==> config.mk <==
export PLATFORM = sky130hd
export DESIGN_NAME = lisr_ctrl
export DESIGN_NICKNAME = d
export VERILOG_FILES = /design/src/hw/rtl/lisr_pkg.sv /design/src/hw/rtl/lisr_ctrl.sv
export SDC_FILE = /design/constraint.sdc
export NUM_CORES = 1
export LEC_CHECK = 0
export BUFFER_PORTS_ARGS = -buffer_cell sky130_fd_sc_hd__buf_2
export CAP_MARGIN = 30
export CORE_AREA = 2 2 39 41
export CTS_BUF_LIST = sky130_fd_sc_hd__clkbuf_8
export CTS_CLUSTER_DIAMETER = 150
export DETAILED_ROUTE_END_ITERATION = 10
export DIE_AREA = 0 0 41 43
export GPL_TIMING_DRIVEN = 1
export MAX_ROUTING_LAYER = met4
export PLACE_DENSITY = 0.51
export RECOVER_POWER = 50
export SYNTH_ARGS = -nofsm -noshare
export SYNTH_HDL_FRONTEND = slang
export SYNTH_SLANG_ARGS = --single-unit
==> constraint.sdc <==
create_clock -name i_clk -period 1.1 [get_ports i_clk]
set_input_delay 0.055 -clock i_clk [delete_from_list [all_inputs] [get_ports i_clk]]
set_output_delay 0.055 -clock i_clk [all_outputs]
set_load 0.01 [all_outputs]
==> src/hw/rtl/lisr_pkg.sv <==
// lisr_pkg: constants, item kinds, register indexes and control structs
// shared by the linear image sensor readout block; no dependencies
package lisr_pkg;

    localparam int PIXELS      = 2048;
    localparam int SAMPLE_BITS = 14;

    localparam int PIX_AW    = $clog2(PIXELS);
    localparam int DVD_W     = SAMPLE_BITS + 1;
    localparam int DIV_STEPS = DVD_W;
    localparam int CNT_W     = (PIX_AW > $clog2(DIV_STEPS)) ? PIX_AW : $clog2(DIV_STEPS);
    localparam int TC_W      = $clog2(PIXELS + 257);

    localparam int KIND_W  = 3;
    localparam int SMP_W   = 14;
    localparam int IDX_W   = 11;
    localparam int HC_W    = 16;
    localparam int IC_W    = 8;
    localparam int SKIP_W  = 8;
    localparam int TO_W    = 10;
    localparam int PIXV_W  = 16;
    localparam int REM_W   = IC_W;
    localparam int CFG_AW  = 2;
    localparam int CFG_DW  = 16;
    localparam int IN_DW   = 32;
    localparam int OUT_DW  = 24;

    localparam logic [KIND_W-1:0] KIND_START = 3'd0;
    localparam logic [KIND_W-1:0] KIND_TICK  = 3'd1;
    localparam logic [KIND_W-1:0] KIND_TRIG  = 3'd2;
    localparam logic [KIND_W-1:0] KIND_CLEAR = 3'd3;
    localparam logic [KIND_W-1:0] KIND_READ  = 3'd4;

    localparam logic [CFG_AW-1:0] CFG_START_HC = 2'd0;
    localparam logic [CFG_AW-1:0] CFG_INT_CNT  = 2'd1;
    localparam logic [CFG_AW-1:0] CFG_SKIP     = 2'd2;
    localparam logic [CFG_AW-1:0] CFG_TIMEOUT  = 2'd3;

    localparam logic [HC_W-1:0]   RST_START_HC = 16'd100;
    localparam logic [IC_W-1:0]   RST_INT_CNT  = 8'd1;
    localparam logic [SKIP_W-1:0] RST_SKIP     = 8'd0;
    localparam logic [TO_W-1:0]   RST_TIMEOUT  = 10'd1000;

    localparam logic [SMP_W-1:0] SAMPLE_MASK = SMP_W'((1 << SAMPLE_BITS) - 1);
    localparam logic [DVD_W-1:0] FULL_SCALE  = DVD_W'(1 << SAMPLE_BITS);

    typedef struct packed {
        logic accept;
        logic cnt_clr;
        logic cnt_inc;
        logic sweep_we;
        logic div_step;
        logic rmw_we;
        logic take_rd;
        logic emit;
    } t_cmd;

    typedef struct packed {
        logic trig_rmw;
        logic sweep_last;
        logic div_last;
        logic out_free;
    } t_sts;

endpackage

==> src/hw/rtl/lisr_ctrl.sv <==
// lisr_ctrl: sequencer for the readout block, issues commands to lisr_dp
// depends on lisr_pkg
module lisr_ctrl
    import lisr_pkg::*;
(
    input  logic              i_clk,
    input  logic              i_rst_n,
    input  logic              i_valid,
    input  logic [KIND_W-1:0] i_kind,
    output logic              o_ready,
    input  t_sts              i_sts,
    output t_cmd              o_cmd
);

    localparam logic [2:0] S_BOOT  = 3'd0;
    localparam logic [2:0] S_IDLE  = 3'd1;
    localparam logic [2:0] S_CLEAR = 3'd2;
    localparam logic [2:0] S_READ  = 3'd3;
    localparam logic [2:0] S_DIV   = 3'd4;
    localparam logic [2:0] S_WRITE = 3'd5;
    localparam logic [2:0] S_EMIT  = 3'd6;

    logic [2:0] r_state;
    logic [2:0] n_state;

    always_ff @(posedge i_clk) begin
        if (!i_rst_n) begin
            r_state <= S_BOOT;
        end else begin
            r_state <= n_state;
        end
    end

    assign o_ready = (r_state == S_IDLE);

    always_comb begin
        n_state = r_state;
        o_cmd   = '0;
        unique case (r_state)
            S_BOOT, S_CLEAR: begin
                o_cmd.sweep_we = 1'b1;
                o_cmd.cnt_inc  = 1'b1;
                if (i_sts.sweep_last) begin
                    n_state = (r_state == S_BOOT) ? S_IDLE : S_EMIT;
                end
            end
            S_IDLE: begin
                if (i_valid) begin
                    o_cmd.accept = 1'b1;
                    o_cmd.cnt_clr = 1'b1;
                    unique case (i_kind)
                        KIND_CLEAR: n_state = S_CLEAR;
                        KIND_READ:  n_state = S_READ;
                        KIND_TRIG:  n_state = i_sts.trig_rmw ? S_DIV : S_EMIT;
                        default:    n_state = S_EMIT;
                    endcase
                end
            end
            S_READ: begin
                o_cmd.take_rd = 1'b1;
                n_state = S_EMIT;
            end
            S_DIV: begin
                o_cmd.div_step = 1'b1;
                o_cmd.cnt_inc  = 1'b1;
                if (i_sts.div_last) begin
                    n_state = S_WRITE;
                end
            end
            S_WRITE: begin
                o_cmd.rmw_we = 1'b1;
                n_state = S_EMIT;
            end
            S_EMIT: begin
                if (i_sts.out_free) begin
                    o_cmd.emit = 1'b1;
                    n_state = S_IDLE;
                end
            end
            default: begin
                n_state = S_IDLE;
            end
        endcase
    end

endmodule

==> qor.yml <==
run_status:
  status: "complete, but fails checks"
  failed_checks: "negative setup slack"
timing:
  hold_viol_final: 0
  min_period_ns: 1.21
  maxSlewHeadroom: 0.833
  layout_setup_ws_ns: -0.108
  hold_ws_ns: 0.130
  fin_crit_sh: 1.10
  tightest_slew_ns: 0.251
  grt_setup_unrepaired: "yes"
  fmax_ghz: 0.828
  setup_viol_count_final: 7
  slew_violations: 0
  finClkSkew_ns: 0.00199
clock_network:
  cts_root_buf: "clkbuf_8"
  cts.clk_slew.worst_paths_ns: 0.03
  cts_buffer_depth: 2
  clk_latency_ns: 0.21
  h-tree-depth: 1
  numCtsBuffers: 3
  cts_tree: "built"
  cts.sinks: 3
  hold_buffers: 0
grt:
  grt_overflow: 0
  antenna_found_initial: 0
  track_usage: 0.137
  grt_pass1_vias: 378
  grt_first_pass_wirelength_um: 1560
  grt_max_degree: 7
die:
  boundaryPins: 19
  core_area_sq_um: 1380
  dieArea_sq_um: 1760
  initial_utilization: 0.241
  die_height_um: 43
  row_count: 14
  die_x_um: 41
layout:
  n_antenna_cell: 0
  syn_to_final_growth_pct: 97.0
  largest_register_ffs: 3
  final_common_cell: "buf_2"
  drive_above_1_share: 0.627
  top_register: "r_state"
  fin_nets: 86
  fillCellCount: 134
  final_cell_mix: "buf_2 (13), buf_6 (8), buf_4 (8)"
  stdcell_area_sq_um: 656
  reg_top3: "r_state x3"
routing:
  routed_via_density: 4.65
  drc: 0
  ant_nets: 0
  wl_per_cell_um: 10.4
  vias: 423
  routed_wl_um: 945
  first_pass_iters: 4
  drt_iter0_drc: 1
setup_path:
  timing_worst_setup_path_type: "reg -> out"
  slowest_delay_ns: 0.32
  crit_path_top_delay_cell: "dfxtp_2"
  crit_top_cell: "buf_6"
  crit_path_end_kind: "primary output"
  cp_cell_sequence: "buf_6 > nand2b_4 > nor2_4 > and2_4 > buf_6"
  cp.required_ns: 1.04
  path_buf_inv: 2
  critPathMaxFanout: 4
  path_delay_family: "simple AND/OR/NAND/NOR gates"
  timing.critical_path.arrival_ns: 1.15
  start_kind: "register"
synth:
  syn_inst: 44
  synth-seq-cells: 3
  yosys-top-cells-area: "dfxtp_1 (18%), nor2_1 (11%), buf_6 (6.8%), o31ai_4 (6.4%), buf_4 (4.5%)"
  synth_nets: 54
  netlist_area_sq_um: 333
  synth_largest_area_cell: "dfxtp_1"
  ys_warn_count: 0
  synth_top_area_frac: 0.180
  ys_types: 24
  ys_seq_area_frac: 0.180
  synth_area_per_cell_sq_um: 7.56
power_and_ir_drop:
  power_mw: 1.71
  p_per_area_nw_per_um2: 2600
  leakagePower_nw: 0.303
  power_frac_comb: 0.673
  swShare: 0.364
  seqPwrFrac: 0.146
  ir_drop_mv: 0.889
  power.net_switching_mw: 0.621
  power_frac_clock: 0.181
  p_int_mw: 1.08
place:
  dp_hpwl_um: 685
  placed_area_sq_um: 478
  io_buffers: 18
  gp_congestion: 0.815
worst_hold_path:
  worstHoldPathType: "in -> reg"
job:
  cap_violations: 0
==> synth_stat cells (all sizes together) <==
master	number
and2b	1
nand3b	1
and2	1
nor4bb	1
o21ai	2
a211oi	1
nor3	1
nand2	3
nand2b	2
nor2	10
nor3b	1
o31ai	3
a31oi	1
inv	2
or3	1
o2111ai	1
dfxtp	3
and3	1
and3b	1
o211ai	1
a21oi	2
buf	4
==> metal layers <==
layer  GRT usage  vias to the layer above  share of wire
met2       0.209                       13           0.52
met1       0.144                      188           0.41
met3      0.0314                        2          0.051
li1            -                      220              -
met4       0.100                        0          0.014
met5           -                        -              0
==> cell families (layout without fill, tap and decap cells) <==
group	Yosys count	in the layout	share of synthesized area
and+or+nand+nor	24	24	0.410
AOI/OAI and AO/OA	11	11	0.274
buffers and inverters	6	37	0.135
DFF	3	3	0.180
==> worst paths after layout <==
path,startpoint,to,slack (ns),depth (start not counted)
worst min register to register,r_state[1],r_state[0],0.72,4
worst max-delay path,r_state[1],o_cmd[6],-0.11,5
worst max register to register,r_state[1],r_state[1],-0.11,6
worst min-delay path,i_rst_n,r_state[1],0.13,3
==> what timing repair did <==
item / in CTS / in global routing
pin swaps: 3 / 2
resized for setup: 13 / 7
endpoints found under the setup margin: 9 / 10
setup buffers: 4 / 1
gates cloned: 0 / 0
==> worst min-delay path, stage by stage <==
cell and delay [ns]:
buf_2 0.13, o211ai_2 0.06, o31ai_1 0.05
==> through the flow <==
stage / setup slack (ns) / std cells / util / setup TNS, ns
2_1_floorplan: -0.00321 / 44 / - / -0.00321
3_3_place_gp: -0.00409 / 82 / 0.345 / -0.00409
3_5_place_dp: -0.0104 / 82 / 0.345 / -0.0104
4_1_cts: -0.114 / 90 / 0.446 / -0.580
5_1_grt: -0.185 / 91 / 0.474 / -1.02
6_report: -0.108 / 91 / 0.474 / -0.530
==> power by group through the flow <==
stage	clock, mW	sequential [mW]	combinational [mW]
floorplan	0	0.179	0.575
global placement	0	0.224	0.785
detailed placement	0	0.225	0.783
CTS	0.320	0.256	1.05
global route	0.328	0.262	1.24
finish	0.309	0.249	1.15
==> final cells by class <==
cell class | count | area, sq um | area share
clock buffer | 3 | 41.3 | 0.0630
clock inverter | 1 | 3.75 | 0.00573
inverter | 2 | 7.51 | 0.0115
multi-input combinational | 35 | 275 | 0.420
sequential | 3 | 68.8 | 0.105
tap | 16 | 20.0 | 0.0305
timing repair buffer | 31 | 239 | 0.365
(Power assumes the default switching activity.)
